**src/hw/rtl/bra_pkg.sv**
```systemverilog
// Shared types and constants for the bitmap run allocator.
`default_nettype none

package bra_pkg;

  // Command codes
  typedef enum logic {
    CMD_ALLOC = 1'b0,
    CMD_FREE  = 1'b1
  } cmd_e;

  // Result status codes
  typedef enum logic [1:0] {
    STAT_OK      = 2'd0,
    STAT_NOSPACE = 2'd1,
    STAT_RANGE   = 2'd2
  } status_e;

  // Pool select codes
  localparam logic [1:0] POOL_VIEW    = 2'd0;
  localparam logic [1:0] POOL_TARGET  = 2'd1;
  localparam logic [1:0] POOL_DEPTH   = 2'd2;
  localparam logic [1:0] POOL_SAMPLER = 2'd3;

  // Bitmap word geometry: one RAM word holds WordBits slot flags
  localparam int unsigned WordBits    = 16;
  localparam int unsigned WordIdxBits = 4;

  // Request as classified by the front end
  typedef struct packed {
    cmd_e        cmd;
    logic [1:0]  pool;
    logic [9:0]  range_start;
    logic [10:0] run_length;
    logic        bad_range;
  } req_t;

  // Result item
  typedef struct packed {
    status_e    status;
    logic [9:0] granted_start;
  } rsp_t;

endpackage

`default_nettype wire

```
**src/hw/rtl/bra_ram.sv**
```systemverilog
// Generic simple dual-port RAM with registered read.
`default_nettype none

module bra_ram #(
  parameter int unsigned Width = 16,
  parameter int unsigned Depth = 4
) (
  input  wire logic                                   clk_i,
  input  wire logic                                   wr_en_i,
  input  wire logic [(Depth > 1 ? $clog2(Depth) : 1)-1:0] wr_addr_i,
  input  wire logic [Width-1:0]                       wr_data_i,
  input  wire logic                                   rd_en_i,
  input  wire logic [(Depth > 1 ? $clog2(Depth) : 1)-1:0] rd_addr_i,
  output logic      [Width-1:0]                       rd_data_o
);

  logic [Width-1:0] mem_q [Depth];

  // Write port and registered read port
  always_ff @(posedge clk_i) begin
    if (wr_en_i) begin
      mem_q[wr_addr_i] <= wr_data_i;
    end
    if (rd_en_i) begin
      rd_data_o <= mem_q[rd_addr_i];
    end
  end

endmodule

`default_nettype wire

```
**src/hw/rtl/bra_front.sv**
```systemverilog
// Front end: takes commands off the input stream and flags bad ranges.
`default_nettype none

module bra_front #(
  parameter int unsigned VIEW_SLOTS    = 1024,
  parameter int unsigned TARGET_SLOTS  = 256,
  parameter int unsigned DEPTH_SLOTS   = 256,
  parameter int unsigned SAMPLER_SLOTS = 256
) (
  input  wire logic          s_tvalid_i,
  output logic               s_tready_o,
  input  wire logic [23:0]   s_tdata_i,   // [9:0] range_start, [20:10] run_length
  input  wire logic [2:0]    s_tuser_i,   // [0] command, [2:1] pool
  input  wire logic          clearing_i,
  input  wire logic          q_full_i,
  output logic               push_o,
  output bra_pkg::req_t      req_o
);

  import bra_pkg::*;

  localparam int unsigned MaxAB    = VIEW_SLOTS > TARGET_SLOTS ? VIEW_SLOTS : TARGET_SLOTS;
  localparam int unsigned MaxCD    = DEPTH_SLOTS > SAMPLER_SLOTS ? DEPTH_SLOTS : SAMPLER_SLOTS;
  localparam int unsigned MaxSlots = MaxAB > MaxCD ? MaxAB : MaxCD;
  localparam int unsigned SW0      = $clog2(MaxSlots + 1);
  localparam int unsigned SW       = SW0 > 5 ? SW0 : 5;
  localparam int unsigned NW       = (SW > 11 ? SW : 11) + 1;

  logic [NW-1:0] pool_size;
  logic [NW-1:0] range_end;

  // Size of the selected pool
  always_comb begin
    case (s_tuser_i[2:1])
      POOL_VIEW:   pool_size = NW'(VIEW_SLOTS);
      POOL_TARGET: pool_size = NW'(TARGET_SLOTS);
      POOL_DEPTH:  pool_size = NW'(DEPTH_SLOTS);
      default:     pool_size = NW'(SAMPLER_SLOTS);
    endcase
  end

  assign range_end = NW'(s_tdata_i[9:0]) + NW'(s_tdata_i[20:10]);

  // Decode and classify; items are held off while the bitmaps are cleared
  always_comb begin
    req_o.cmd         = cmd_e'(s_tuser_i[0]);
    req_o.pool        = s_tuser_i[2:1];
    req_o.range_start = s_tdata_i[9:0];
    req_o.run_length  = s_tdata_i[20:10];
    req_o.bad_range   = (s_tdata_i[20:10] == 11'd0) ||
                        ((cmd_e'(s_tuser_i[0]) == CMD_FREE) && (range_end > pool_size));
  end

  assign s_tready_o = !clearing_i && !q_full_i;
  assign push_o     = s_tvalid_i && s_tready_o;

endmodule

`default_nettype wire

```
**src/hw/rtl/bra_queue.sv**
```systemverilog
// Two-entry request queue between front end and back end.
`default_nettype none

module bra_queue (
  input  wire logic          clk_i,
  input  wire logic          rst_ni,
  input  wire logic          push_i,
  input  bra_pkg::req_t      req_i,
  output logic               full_o,
  output logic               valid_o,
  output bra_pkg::req_t      req_o,
  input  wire logic          pop_i
);

  import bra_pkg::*;

  req_t       entry_q [2];
  logic       wr_ptr_q, wr_ptr_d;
  logic       rd_ptr_q, rd_ptr_d;
  logic [1:0] count_q, count_d;

  assign full_o  = count_q == 2'd2;
  assign valid_o = count_q != 2'd0;
  assign req_o   = entry_q[rd_ptr_q];

  // Pointer and fill count update
  always_comb begin
    wr_ptr_d = push_i ? !wr_ptr_q : wr_ptr_q;
    rd_ptr_d = pop_i ? !rd_ptr_q : rd_ptr_q;
    count_d  = count_q + 2'(push_i) - 2'(pop_i);
  end

  always_ff @(posedge clk_i or negedge rst_ni) begin
    if (!rst_ni) begin
      wr_ptr_q <= 1'b0;
      rd_ptr_q <= 1'b0;
      count_q  <= 2'd0;
    end else begin
      wr_ptr_q <= wr_ptr_d;
      rd_ptr_q <= rd_ptr_d;
      count_q  <= count_d;
    end
  end

  // Entry storage
  always_ff @(posedge clk_i) begin
    if (push_i) begin
      entry_q[wr_ptr_q] <= req_i;
    end
  end

endmodule

`default_nettype wire

```
**src/hw/rtl/bra_back.sv**
```systemverilog
// Back end: bitmap RAM, cursors, run search, range marking and result register.
`default_nettype none

module bra_back #(
  parameter int unsigned VIEW_SLOTS    = 1024,
  parameter int unsigned TARGET_SLOTS  = 256,
  parameter int unsigned DEPTH_SLOTS   = 256,
  parameter int unsigned SAMPLER_SLOTS = 256
) (
  input  wire logic          clk_i,
  input  wire logic          rst_ni,
  input  wire logic          req_valid_i,
  input  bra_pkg::req_t      req_i,
  output logic               req_pop_o,
  output logic               clearing_o,
  output logic               out_valid_o,
  input  wire logic          out_ready_i,
  output bra_pkg::rsp_t      out_rsp_o
);

  import bra_pkg::*;

  localparam int unsigned MaxAB    = VIEW_SLOTS > TARGET_SLOTS ? VIEW_SLOTS : TARGET_SLOTS;
  localparam int unsigned MaxCD    = DEPTH_SLOTS > SAMPLER_SLOTS ? DEPTH_SLOTS : SAMPLER_SLOTS;
  localparam int unsigned MaxSlots = MaxAB > MaxCD ? MaxAB : MaxCD;
  localparam int unsigned SW0      = $clog2(MaxSlots + 1);
  localparam int unsigned SW       = SW0 > 5 ? SW0 : 5;
  localparam int unsigned NW       = (SW > 11 ? SW : 11) + 1;

  // Word layout of the four bitmaps in one RAM
  localparam int unsigned ViewWords    = (VIEW_SLOTS + WordBits - 1) / WordBits;
  localparam int unsigned TargetWords  = (TARGET_SLOTS + WordBits - 1) / WordBits;
  localparam int unsigned DepthWords   = (DEPTH_SLOTS + WordBits - 1) / WordBits;
  localparam int unsigned SamplerWords = (SAMPLER_SLOTS + WordBits - 1) / WordBits;
  localparam int unsigned TargetBase   = ViewWords;
  localparam int unsigned DepthBase    = TargetBase + TargetWords;
  localparam int unsigned SamplerBase  = DepthBase + DepthWords;
  localparam int unsigned TotalWords   = SamplerBase + SamplerWords;
  localparam int unsigned AW           = $clog2(TotalWords);

  // Valid slots in each pool's last word, zero when the word is full
  localparam logic [WordIdxBits-1:0] ViewRem    = WordIdxBits'(VIEW_SLOTS % WordBits);
  localparam logic [WordIdxBits-1:0] TargetRem  = WordIdxBits'(TARGET_SLOTS % WordBits);
  localparam logic [WordIdxBits-1:0] DepthRem   = WordIdxBits'(DEPTH_SLOTS % WordBits);
  localparam logic [WordIdxBits-1:0] SamplerRem = WordIdxBits'(SAMPLER_SLOTS % WordBits);

  typedef enum logic [4:0] {
    S_CLEAR = 5'b00001,
    S_IDLE  = 5'b00010,
    S_SCAN  = 5'b00100,
    S_MARK  = 5'b01000,
    S_RESP  = 5'b10000
  } state_e;

  function automatic logic [NW-1:0] size_of(input logic [1:0] p);
    case (p)
      POOL_VIEW:   return NW'(VIEW_SLOTS);
      POOL_TARGET: return NW'(TARGET_SLOTS);
      POOL_DEPTH:  return NW'(DEPTH_SLOTS);
      default:     return NW'(SAMPLER_SLOTS);
    endcase
  endfunction

  function automatic logic [AW-1:0] base_of(input logic [1:0] p);
    case (p)
      POOL_VIEW:   return AW'(0);
      POOL_TARGET: return AW'(TargetBase);
      POOL_DEPTH:  return AW'(DepthBase);
      default:     return AW'(SamplerBase);
    endcase
  endfunction

  function automatic logic [AW-1:0] last_word_of(input logic [1:0] p);
    case (p)
      POOL_VIEW:   return AW'(ViewWords - 1);
      POOL_TARGET: return AW'(TargetWords - 1);
      POOL_DEPTH:  return AW'(DepthWords - 1);
      default:     return AW'(SamplerWords - 1);
    endcase
  endfunction

  function automatic logic [WordIdxBits-1:0] rem_of(input logic [1:0] p);
    case (p)
      POOL_VIEW:   return ViewRem;
      POOL_TARGET: return TargetRem;
      POOL_DEPTH:  return DepthRem;
      default:     return SamplerRem;
    endcase
  endfunction

  state_e          state_q, state_d;
  logic [AW-1:0]   clr_q, clr_d;
  logic [SW-1:0]   cursor_q [4];
  logic [SW-1:0]   cursor_d [4];
  cmd_e            cmd_q, cmd_d;
  logic [1:0]      pool_q, pool_d;
  logic [10:0]     len_q, len_d;
  logic [SW-1:0]   cur_q, cur_d;
  logic [NW-1:0]   run_q, run_d;
  logic [AW-1:0]   issue_q, issue_d;
  logic            iss_on_q, iss_on_d;
  logic [AW-1:0]   eval_q, eval_d;
  logic            vld_q, vld_d;
  logic [AW-1:0]   lim_q, lim_d;
  logic [SW-1:0]   start_q, start_d;
  logic [SW-1:0]   end_q, end_d;
  rsp_t            res_q, res_d;
  logic            out_vld_q, out_vld_d;
  rsp_t            out_q, out_d;

  // RAM port signals
  logic                ram_wr_en;
  logic [AW-1:0]       ram_wr_addr;
  logic [WordBits-1:0] ram_wr_data;
  logic                ram_rd_en;
  logic [AW-1:0]       ram_rd_addr;
  logic [WordBits-1:0] ram_rd_data;

  // Search datapath signals
  logic [WordBits-1:0]    lo_cut;
  logic [WordBits-1:0]    hi_cut;
  logic [WordBits-1:0]    free_vec;
  logic [NW-1:0]          run_at [WordBits];
  logic [WordBits-1:0]    hit_vec;
  logic [WordIdxBits-1:0] hit_idx;
  logic [NW-1:0]          hit_slot;
  logic [NW-1:0]          hit_start;
  logic [WordBits-1:0]    mark_vec;
  logic [NW-1:0]          cur_ext;
  logic [NW-1:0]          free_end;

  bra_ram #(
    .Width (WordBits),
    .Depth (TotalWords)
  ) u_ram (
    .clk_i     (clk_i),
    .wr_en_i   (ram_wr_en),
    .wr_addr_i (ram_wr_addr),
    .wr_data_i (ram_wr_data),
    .rd_en_i   (ram_rd_en),
    .rd_addr_i (ram_rd_addr),
    .rd_data_o (ram_rd_data)
  );

  // Run search over one bitmap word: slots outside the scan window count as used
  always_comb begin
    for (int i = 0; i < WordBits; i++) begin
      lo_cut[i] = (eval_q == AW'(cur_q >> WordIdxBits)) &&
                  (WordIdxBits'(i) < cur_q[WordIdxBits-1:0]);
      hi_cut[i] = (eval_q == lim_q) && (rem_of(pool_q) != '0) &&
                  (WordIdxBits'(i) >= rem_of(pool_q));
      free_vec[i] = ram_rd_data[i] && !lo_cut[i] && !hi_cut[i];
    end
    for (int i = 0; i < WordBits; i++) begin
      run_at[i] = run_q + NW'(i + 1);
      for (int j = 0; j <= i; j++) begin
        if (!free_vec[j]) begin
          run_at[i] = NW'(i - j);
        end
      end
      hit_vec[i] = free_vec[i] && (run_at[i] >= NW'(len_q));
    end
    hit_idx = '0;
    for (int i = WordBits - 1; i >= 0; i--) begin
      if (hit_vec[i]) begin
        hit_idx = WordIdxBits'(i);
      end
    end
    hit_slot  = NW'({eval_q, hit_idx});
    hit_start = hit_slot + NW'(1) - NW'(len_q);
  end

  // Slots of the current word that fall in the marked range
  always_comb begin
    for (int i = 0; i < WordBits; i++) begin
      mark_vec[i] = ((eval_q != AW'(start_q >> WordIdxBits)) ||
                     (WordIdxBits'(i) >= start_q[WordIdxBits-1:0])) &&
                    ((eval_q != lim_q) ||
                     (WordIdxBits'(i) <= end_q[WordIdxBits-1:0]));
    end
  end

  assign cur_ext  = NW'(cursor_q[req_i.pool]);
  assign free_end = NW'(req_i.range_start) + NW'(req_i.run_length) - NW'(1);

  // Control sequencer
  always_comb begin
    state_d   = state_q;
    clr_d     = clr_q;
    cursor_d  = cursor_q;
    cmd_d     = cmd_q;
    pool_d    = pool_q;
    len_d     = len_q;
    cur_d     = cur_q;
    run_d     = run_q;
    issue_d   = issue_q;
    iss_on_d  = iss_on_q;
    eval_d    = issue_q;
    vld_d     = 1'b0;
    lim_d     = lim_q;
    start_d   = start_q;
    end_d     = end_q;
    res_d     = res_q;
    out_vld_d = out_vld_q && !out_ready_i;
    out_d     = out_q;
    req_pop_o = 1'b0;

    ram_wr_en   = 1'b0;
    ram_wr_addr = base_of(pool_q) + eval_q;
    ram_wr_data = cmd_q == CMD_FREE ? (ram_rd_data | mark_vec) : (ram_rd_data & ~mark_vec);
    ram_rd_en   = 1'b0;
    ram_rd_addr = base_of(pool_q) + issue_q;

    case (state_q)
      // Set every bitmap word to all free after reset
      S_CLEAR: begin
        ram_wr_en   = 1'b1;
        ram_wr_addr = clr_q;
        ram_wr_data = '1;
        clr_d       = AW'(clr_q + 1'b1);
        if (clr_q == AW'(TotalWords - 1)) begin
          state_d = S_IDLE;
        end
      end

      // Take the next request; reject it or set up its search or marking pass
      S_IDLE: begin
        if (req_valid_i) begin
          req_pop_o = 1'b1;
          cmd_d     = req_i.cmd;
          pool_d    = req_i.pool;
          len_d     = req_i.run_length;
          run_d     = '0;
          iss_on_d  = 1'b1;
          if (req_i.bad_range) begin
            res_d   = '{status: STAT_RANGE, granted_start: '0};
            state_d = S_RESP;
          end else if (req_i.cmd == CMD_ALLOC) begin
            if (NW'(req_i.run_length) > size_of(req_i.pool) - cur_ext) begin
              res_d   = '{status: STAT_NOSPACE, granted_start: '0};
              state_d = S_RESP;
            end else begin
              cur_d   = cursor_q[req_i.pool];
              issue_d = AW'(cursor_q[req_i.pool] >> WordIdxBits);
              lim_d   = last_word_of(req_i.pool);
              state_d = S_SCAN;
            end
          end else begin
            start_d                = SW'(req_i.range_start);
            end_d                  = SW'(free_end);
            cursor_d[req_i.pool]   = SW'(req_i.range_start);
            issue_d                = AW'(req_i.range_start >> WordIdxBits);
            lim_d                  = AW'(free_end >> WordIdxBits);
            res_d                  = '{status: STAT_OK, granted_start: '0};
            state_d                = S_MARK;
          end
        end
      end

      // Stream pool words from the cursor, one word evaluated per cycle
      S_SCAN: begin
        ram_rd_en = iss_on_q;
        vld_d     = iss_on_q;
        issue_d   = AW'(issue_q + 1'b1);
        iss_on_d  = iss_on_q && (issue_q != lim_q);
        if (vld_q) begin
          if (hit_vec != '0) begin
            start_d          = SW'(hit_start);
            end_d            = SW'(hit_slot);
            cursor_d[pool_q] = SW'(hit_slot + NW'(1));
            res_d            = '{status: STAT_OK, granted_start: 10'(hit_start)};
            issue_d          = AW'(hit_start >> WordIdxBits);
            lim_d            = eval_q;
            iss_on_d         = 1'b1;
            vld_d            = 1'b0;
            state_d          = S_MARK;
          end else if (eval_q == lim_q) begin
            res_d   = '{status: STAT_NOSPACE, granted_start: '0};
            vld_d   = 1'b0;
            state_d = S_RESP;
          end else begin
            run_d = run_at[WordBits-1];
          end
        end
      end

      // Read-modify-write of every word touched by the range
      S_MARK: begin
        ram_rd_en = iss_on_q;
        vld_d     = iss_on_q;
        issue_d   = AW'(issue_q + 1'b1);
        iss_on_d  = iss_on_q && (issue_q != lim_q);
        if (vld_q) begin
          ram_wr_en = 1'b1;
          if (eval_q == lim_q) begin
            vld_d   = 1'b0;
            state_d = S_RESP;
          end
        end
      end

      // Hand the result to the output register once it has room
      S_RESP: begin
        if (!out_vld_q || out_ready_i) begin
          out_vld_d = 1'b1;
          out_d     = res_q;
          state_d   = S_IDLE;
        end
      end

      default: begin
        state_d = S_IDLE;
      end
    endcase
  end

  always_ff @(posedge clk_i or negedge rst_ni) begin
    if (!rst_ni) begin
      state_q   <= S_CLEAR;
      clr_q     <= '0;
      iss_on_q  <= 1'b0;
      vld_q     <= 1'b0;
      out_vld_q <= 1'b0;
      for (int p = 0; p < 4; p++) begin
        cursor_q[p] <= '0;
      end
    end else begin
      state_q   <= state_d;
      clr_q     <= clr_d;
      iss_on_q  <= iss_on_d;
      vld_q     <= vld_d;
      out_vld_q <= out_vld_d;
      cursor_q  <= cursor_d;
    end
  end

  // Payload registers
  always_ff @(posedge clk_i) begin
    cmd_q   <= cmd_d;
    pool_q  <= pool_d;
    len_q   <= len_d;
    cur_q   <= cur_d;
    run_q   <= run_d;
    issue_q <= issue_d;
    eval_q  <= eval_d;
    lim_q   <= lim_d;
    start_q <= start_d;
    end_q   <= end_d;
    res_q   <= res_d;
    out_q   <= out_d;
  end

  assign clearing_o  = state_q == S_CLEAR;
  assign out_valid_o = out_vld_q;
  assign out_rsp_o   = out_q;

endmodule

`default_nettype wire

```
**src/hw/rtl/bitmap_run_allocator.sv**
```systemverilog
// Top level of the bitmap run allocator.
//
// Four pools of slots (view, target, depth, sampler) keep a free bitmap in one
// shared RAM, sixteen slots to a word, and a search cursor each. An allocate
// command looks from the pool's cursor toward the pool's end for the first run
// of run_length free slots, marks it used, moves the cursor past it and returns
// its start; a free command marks a range free and rewinds the cursor to its
// start. After reset the block clears the bitmap RAM one word per cycle, over
// every word of all four pools, and takes no command until that is done. The
// bitmap RAM's single read port sets the pace: an allocate reads the pool's
// words in turn from the cursor word until it finds the run or reaches the
// pool's end, then reads and rewrites each word the granted run spans; a free
// reads and rewrites each word in the range; a rejected command goes straight
// to the result. A two-entry queue takes commands while the engine works, and
// a result register holds each result while the engine moves on to the next
// command.
`default_nettype none

module bitmap_run_allocator #(
  parameter int unsigned VIEW_SLOTS    = 1024,
  parameter int unsigned TARGET_SLOTS  = 256,
  parameter int unsigned DEPTH_SLOTS   = 256,
  parameter int unsigned SAMPLER_SLOTS = 256
) (
  input  wire logic        clk_i,
  input  wire logic        rst_ni,
  input  wire logic        s_axis_tvalid_i,
  output logic             s_axis_tready_o,
  input  wire logic [23:0] s_axis_tdata_i,   // [9:0] range_start, [20:10] run_length
  input  wire logic [2:0]  s_axis_tuser_i,   // [0] command, [2:1] pool
  output logic             m_axis_tvalid_o,
  input  wire logic        m_axis_tready_i,
  output logic      [15:0] m_axis_tdata_o,   // [9:0] granted_start
  output logic      [1:0]  m_axis_tuser_o    // [1:0] status
);

  import bra_pkg::*;

  logic clearing;
  logic q_full;
  logic push;
  req_t push_req;
  logic q_valid;
  req_t q_req;
  logic pop;
  rsp_t out_rsp;

  bra_front #(
    .VIEW_SLOTS    (VIEW_SLOTS),
    .TARGET_SLOTS  (TARGET_SLOTS),
    .DEPTH_SLOTS   (DEPTH_SLOTS),
    .SAMPLER_SLOTS (SAMPLER_SLOTS)
  ) u_front (
    .s_tvalid_i (s_axis_tvalid_i),
    .s_tready_o (s_axis_tready_o),
    .s_tdata_i  (s_axis_tdata_i),
    .s_tuser_i  (s_axis_tuser_i),
    .clearing_i (clearing),
    .q_full_i   (q_full),
    .push_o     (push),
    .req_o      (push_req)
  );

  bra_queue u_queue (
    .clk_i   (clk_i),
    .rst_ni  (rst_ni),
    .push_i  (push),
    .req_i   (push_req),
    .full_o  (q_full),
    .valid_o (q_valid),
    .req_o   (q_req),
    .pop_i   (pop)
  );

  bra_back #(
    .VIEW_SLOTS    (VIEW_SLOTS),
    .TARGET_SLOTS  (TARGET_SLOTS),
    .DEPTH_SLOTS   (DEPTH_SLOTS),
    .SAMPLER_SLOTS (SAMPLER_SLOTS)
  ) u_back (
    .clk_i       (clk_i),
    .rst_ni      (rst_ni),
    .req_valid_i (q_valid),
    .req_i       (q_req),
    .req_pop_o   (pop),
    .clearing_o  (clearing),
    .out_valid_o (m_axis_tvalid_o),
    .out_ready_i (m_axis_tready_i),
    .out_rsp_o   (out_rsp)
  );

  // Result packing
  assign m_axis_tdata_o = {6'd0, out_rsp.granted_start};
  assign m_axis_tuser_o = out_rsp.status;

endmodule

`default_nettype wire
```
**config.mk**
```make
export PLATFORM = sky130hd
export DESIGN_NAME = bitmap_run_allocator
export DESIGN_NICKNAME = d
export VERILOG_FILES = /design/src/hw/rtl/bra_pkg.sv /design/src/hw/rtl/bra_ram.sv /design/src/hw/rtl/bra_front.sv /design/src/hw/rtl/bra_queue.sv /design/src/hw/rtl/bra_back.sv /design/src/hw/rtl/bitmap_run_allocator.sv
export SDC_FILE = /design/constraint.sdc
export NUM_CORES = 2
export LEC_CHECK = 0
export ABC_CLOCK_PERIOD_IN_PS = 7850
export BUFFER_PORTS_ARGS = -buffer_cell sky130_fd_sc_hd__buf_2
export CORE_ASPECT_RATIO = 1.25
export CORE_MARGIN = 1.5
export CORE_UTILIZATION = 60
export CTS_BUF_LIST = sky130_fd_sc_hd__clkbuf_4
export CTS_CLUSTER_DIAMETER = 30
export DETAILED_ROUTE_END_ITERATION = 10
export GPL_TIMING_DRIVEN = 1
export PLACE_DENSITY = 0.8
export SYNTH_ARGS = -nofsm -noshare
export SYNTH_HDL_FRONTEND = slang
export SYNTH_SLANG_ARGS = --single-unit
export TNS_END_PERCENT = 10
```
**constraint.sdc**
```tcl
create_clock -name clk_i -period 7.85 [get_ports clk_i]
set_input_delay 1.1775 -clock clk_i [delete_from_list [all_inputs] [get_ports clk_i]]
set_output_delay 1.1775 -clock clk_i [all_outputs]
set_load 0.02 [all_outputs]
```
# Word level (Yosys, flattened, before mapping)
# Memory sizes are Yosys's and may differ from the RTL's. A register that Yosys moved wholly into a read port is not among the register bits.
# Index checks and enable logic that the tools add are counted.
# classes
reduce_logical,146
addsub,28
n_bitwise,8
eq_ne,27
n_mux,248
n_lt_le_gt_ge,70
# op_table
operator,n
$mux W12,151
$mux W44,5
$ge A12 B11 Y1,16
$mux W11,11
$add A12 B4 Y12 const B,8
$mux W7,13
$bwmux W44,2
$pmux W44 S2,1
$mux W4,21
$logic_and A1 B1 Y1,71
$mux W5,10
$add A12 B3 Y12 const B,4
$pmux W12 S2,2
$demux W11 S2,2
$pmux W7 S3,2
$logic_or A1 B1 Y1,34
$ge A4 B4 Y1 const A,8
$le A4 B4 Y1 const A,8
$lt A4 B4 Y1 const A,8
$mux W16,2
$pmux W5 S5,1
$add A12 B2 Y12 const B,2
$bmux W11 S2,1
$logic_not A1 Y1,22
other kinds (62),122
# word_totals
ram_bits,1842
mem_count,2
regBits,160
output_inout_bits,20
# mem_list
name,words,word_bits,rd,rd_clocked_by_memory_dff,write_ports,line,source
u_back.u_ram.mem_q,112,16,1,1,1,bra_ram.sv:17,logic [Width-1:0] mem_q [Depth];
u_queue.entry_q,2,25,1,0,1,bra_queue.sv:17,req_t entry_q [2];

# Logic depth before layout (Yosys ltp)
# depth
word_depth,43
depth_mapped,39
depth_no_buf,35

# Modules after synthesis
# From an unflattened synthesis, not the netlist that was laid out.
# unflattened
cells_unflattened,5235
area_unflattened_um2,89359.5
# by_module_without_submodules
module,n_inst,cells_per_inst,seq_area_each_um2,area_per_inst_um2
bra_ram,1,3037,54292.1,69581.7
bra_back,1,1997,4320.4,16876.2
bra_queue,1,93,1601.5,2104.5
bra_front,1,101,0.0,748.2
bitmap_run_allocator,1,7,0.0,48.8

# Least setup slack after synthesis
# OpenSTA, ideal clock, no wires.
# synth_path
path_type,register -> register
from,register u_back.eval_q[5]
to,"register u_back.issue_q[6], in the netlist u_back.eval_d[6], data pin"
required_time_ns,7.685
n_path_buf,7
period_less_slack_ns,7.663
t_arrival_ns,7.499
stages_incl_launch_ff,37
slack_ns,0.187
setup_time_ns,0.165
cell_sequence,dfxtp_1 > buf_2 > xnor2_2 > nand4_2 > buf_6 > buf_6 > o311ai_0 > or3_1 > clkbuf_1 > or2_2 > clkbuf_1 > or2_2 > clkbuf_1 > nor2_1 > ha_1 > a2111oi_0 > nand2_1 > o21a_1 > a211oi_1 > o21ai_0 > o21ai_1 > buf_2 > nor3_1 > ha_1 > xor2_1 > ha_1 > nor2b_1 > o21ai_0 > a21boi_0 > o21ai_0 > a21boi_0 > o21ai_0 > nand2b_1 > a21o_1 > a21oi_1 > xnor3_1 > o31ai_2
# synth_lines
element,line,source
from (decl),bra_back.sv:102,"logic [AW-1:0] eval_q, eval_d;"
from (signal assigned),bra_back.sv:345,eval_q <= eval_d;
to (signal assigned),bra_back.sv:344,issue_q <= issue_d;
to (decl),bra_back.sv:100,"logic [AW-1:0] issue_q, issue_d;"

# Worst setup path after layout
# layout_path
from,register u_back.cur_q[7]
to,"register u_back.issue_q[5], in the netlist u_back.eval_d[5], data pin"
# layout_between
elab_chain_cells,43
elab_cells_between_ends,239
# layout_lines
element,line,source
from (decl),bra_back.sv:98,"logic [SW-1:0] cur_q, cur_d;"
from (signal assigned),bra_back.sv:342,cur_q <= cur_d;
$eq A7 B7 Y1 (*),bra_back.sv:148,lo_cut[i] = (eval_q == AW'(cur_q >> WordIdxBits)) &&
$logic_and A1 B1 Y1,bra_back.sv:148,
$logic_not A1 Y1,bra_back.sv:152,free_vec[i] = ram_rd_data[i] && !lo_cut[i] && !hi_cut[i];
$logic_and A1 B1 Y1,bra_back.sv:152,
$mux W12 (16 in a row),bra_back.sv:157,if (!free_vec[j]) begin
$ge A12 B11 Y1,bra_back.sv:161,hit_vec[i] = free_vec[i] && (run_at[i] >= NW'(len_q));
$logic_and A1 B1 Y1,bra_back.sv:161,
$mux W4 (16 in a row),bra_back.sv:165,if (hit_vec[i]) begin
$add A11 B1 Y11,bra_back.sv:170,hit_start = hit_slot + NW'(1) - NW'(len_q);
$sub A11 B11 Y11,bra_back.sv:170,
$mux W7 (*),bra_back.sv:267,if (hit_vec != '0) begin
$mux W7 (*),bra_back.sv:266,if (vld_q) begin
$pmux W7 S3 (*),bra_back.sv:214,case (state_q)
net u_back.issue_d[5],bra_back.sv:100,
# Mark *: on every way through the listed nets, which the timed path passes. The rest lies on a longest branch.
# A chain may end at the register's enable or synchronous reset.

==> out/metrics.yaml <==
status: "complete, but fails checks"
failed_checks: "max-capacitance violations"
finalSetupViolCount: 0
place_area_um2: 93190
die_w_um: 347.9
yosys.area.top_type_share_pct: 65.57
clockBufferDepth: 4
drt_pass1_iterations: 6
routed_wl_um: 231100
cts_root_buffer: "clkbuf_4"
io_pins: 51
antenna_left: 0
irDropWorstVdd_mv: 0.4836
syn_inst: 5519
start_util_pct: 60.25
cts_sinks: 2018
end_kind: "flop"
arrival_ns: 8.49
drv_cap: 1
grt_pass1_wl_um: 340300
yosys_warnings: 0
overflow: 0
yosysMostFrequentCell: "edfxtp_1"
synthToLayoutAreaGrowth_pct: 11.51
min_period_over_period_pct: 94.17
synth_enable_flop_cells: 1948
wl_per_cell_um: 27.73
std_cell_rows: 158
post-route-drc-count: 0
required_ns: 8.95
clock_latency_ns: 1.46
cpPeakStageDelay_ns: 0.40
yosys-top-cells-area: "edfxtp_1 (66%), mux4_2 (8.3%), mux2i_1 (4.1%)"
dp_cells: 7482
ys_async_sr_fraction_pct: 3.122
fmax_ghz: 0.1353
die_h_um: 434.1
crit_path_start_kind: "flop"
mappedNetlistArea_um2: 89210
core_area_um2: 148100
worstPathMaxFanout: 6
synth_top_flop_cell: "edfxtp_1"
antenna_found_initial: 2
gp_congestion: 1.010
worst_pin_slew_ns: 1.499
grt_usage_pct: 30.79
p_per_area_nw_per_um2: 409.7
worstSetupPathType: "flop to flop"
grt_max_degree: 115
netlist_top_cells_count: "edfxtp_1 (1948), nor2_1 (395), mux2i_1 (365)"
layout_min_cycle_time_ns: 7.392
worst_path_max_delay_cell: "edfxtp_1"
clkTransAtPathRegs_ns: 0.07
drive_above_1_share_pct: 23.22
vias_per_cell: 6.505
synth_seq_area_share_pct: 67.49
p_leak_uw: 0.03483
synth_cell_types: 97
portBuffers: 41
first_iter_violations: 5740
cts-buffers-inserted: 468
tritoncts: "yes"
finalSetupTns_ns: 0
fin_worst_skew_ns: 0.1085
synth_largest_area_cell: "edfxtp_1"
avgSynthCellArea_um2: 16.16
synth-seq-cells: 2018
fin_util_pct: 67.18
vias: 54200
grt_pass1_vias: 54550
hold_path_class: "input pin to flop"
finalNonFillerCells: 8332
slew_headroom_pct: 0.07792
fin_hold_ws_ns: 0.2478
h-tree-depth: 5
report.final.hold_viol_count: 0
final_cell_area_um2: 99480
dpl.hpwl_um: 145000
drv_slew: 0
dieArea_um2: 151000
fin_nets: 6347
==> layout make-up <==
| class | count | area [um2] |
|---|---|---|
| diodes | 11 | 27.53 |
| clock buffers | 685 | 5142 |
| clock inverters | 128 | 810.8 |
| fillers | 9634 | 48590 |
| inverters | 109 | 414.1 |
| multi-input cells | 3093 | 27610 |
| flip-flops and latches | 2018 | 60210 |
| well taps | 1920 | 2402 |
| repair buffers | 368 | 2860 |
==> worst paths after layout <==
path                                        to  depth (start not counted)             from  slack, ns
max in group asynchronous    u_back.state_q[3]                          3           rst_ni       6.70
min in group asynchronous   u_queue.count_q[1]                          3           rst_ni       0.51
setup / recovery              u_back.eval_d[5]                         34  u_back.cur_q[7]       0.46
hold reg to reg            u_back.out_rsp_o[0]                          0  u_back.res_q[0]       0.41
hold / removal                u_queue.wr_ptr_q                          3  s_axis_tvalid_i       0.25
setup reg to reg              u_back.eval_d[5]                         34  u_back.cur_q[7]       0.46
==> per-stage QoR <==
stage	power [uW]	setup slack (ns)
6_report	40750	0.4580
3_5_place_dp	32290	0.2260
3_3_place_gp	31840	0.2352
5_1_grt	42430	-0.03784
4_1_cts	40590	0.1580
2_1_floorplan	25870	0.1866
==> state kept, by name (all words and copies together) (netlist names), 4 cells and up <==
register,cells
u_back.clr_q,7
u_back.state_q,5
u_queue.entry_q,50
u_back.run_q,12
u_back.len_q,11
u_back.cursor_q,44
u_back.end_q,4
u_back.u_ram.rd_data_o,16
u_back.start_q,11
u_back.eval_q,7
u_back.res_q,12
u_back.eval_d,7
u_back.cur_q,11
u_back.u_ram.mem_q,1792
u_back.out_rsp_o,12
u_back.lim_q,7
==> cells by family after synthesis <==
| kind of cell | share of synthesized area (%) |
|---|---|
| XOR/XNOR | 2.144 |
| flip-flops | 67.49 |
| other | 0.004203 |
| AO/OA/AOI/OAI | 7.264 |
| adder cells (fa/ha/maj) | 3.660 |
| AND/OR/NAND/NOR | 5.150 |
| multiplexers | 12.42 |
| buffers and inverters | 1.867 |
==> routing by layer <==
metal / wire [um] / track usage (%) / up-vias
met5: 0 / 0 / -
met1: 81990 / 38.05 / 26960
met4: 15110 / 19.25 / 0
met3: 20310 / 5.771 / 618
li1: - / - / 23420
met2: 113600 / 50.54 / 3200
==> cells in the final DEF, fill, tap and decap left out, drive strengths merged, types with 14 or more instances in the layout <==
master,count
edfxtp,1948
clkbuf,685
nor2,395
mux2i,366
buf,343
mux4,327
nand2,284
ha,253
a21oi,172
o221ai,156
xnor2,133
inv,112
clkinv,109
o21ai,108
o22ai,97
a211oi,82
xor2,75
dfrtp,62
nand3,60
nor3,53
a21o,44
o31ai,34
nor2b,32
a22o,28
a31oi,26
dlygate4sd3,25
nand4,24
nor4,24
nand2b,23
o21a,22
and2,22
a22oi,20
o211ai,19
a221oi,18
or3,17
or2,15
a211o,14
==> critical path: cells and delay by family, from the launching register on <==
family / cells / cell delay, ns
AOI/OAI and AO/OA: 21 / 4.15
and+or+nand+nor: 7 / 1.30
adders and majority gates: 3 / 0.79
DFF: 1 / 0.40
xor gates and xnor gates: 1 / 0.26
buffers and inverters: 2 / 0.26
==> where the power goes <==
group	leakage (uW)	total, uW	switching (uW)	internal (uW)
registers	0.0184	14800	515	14300
clock network	0.00353	8310	3960	4340
logic	0.0129	17700	11700	5940
==> what timing repair did <==
action | CTS | global route
setup endpoints to repair | 0 | 10
endpoints found under the hold margin | 110 | 0
resized for setup | 0 | 17
hold buffers | 25 | 0
buffers inserted | 0 | 1
Note: power is estimated with default switching activity, not from simulation.
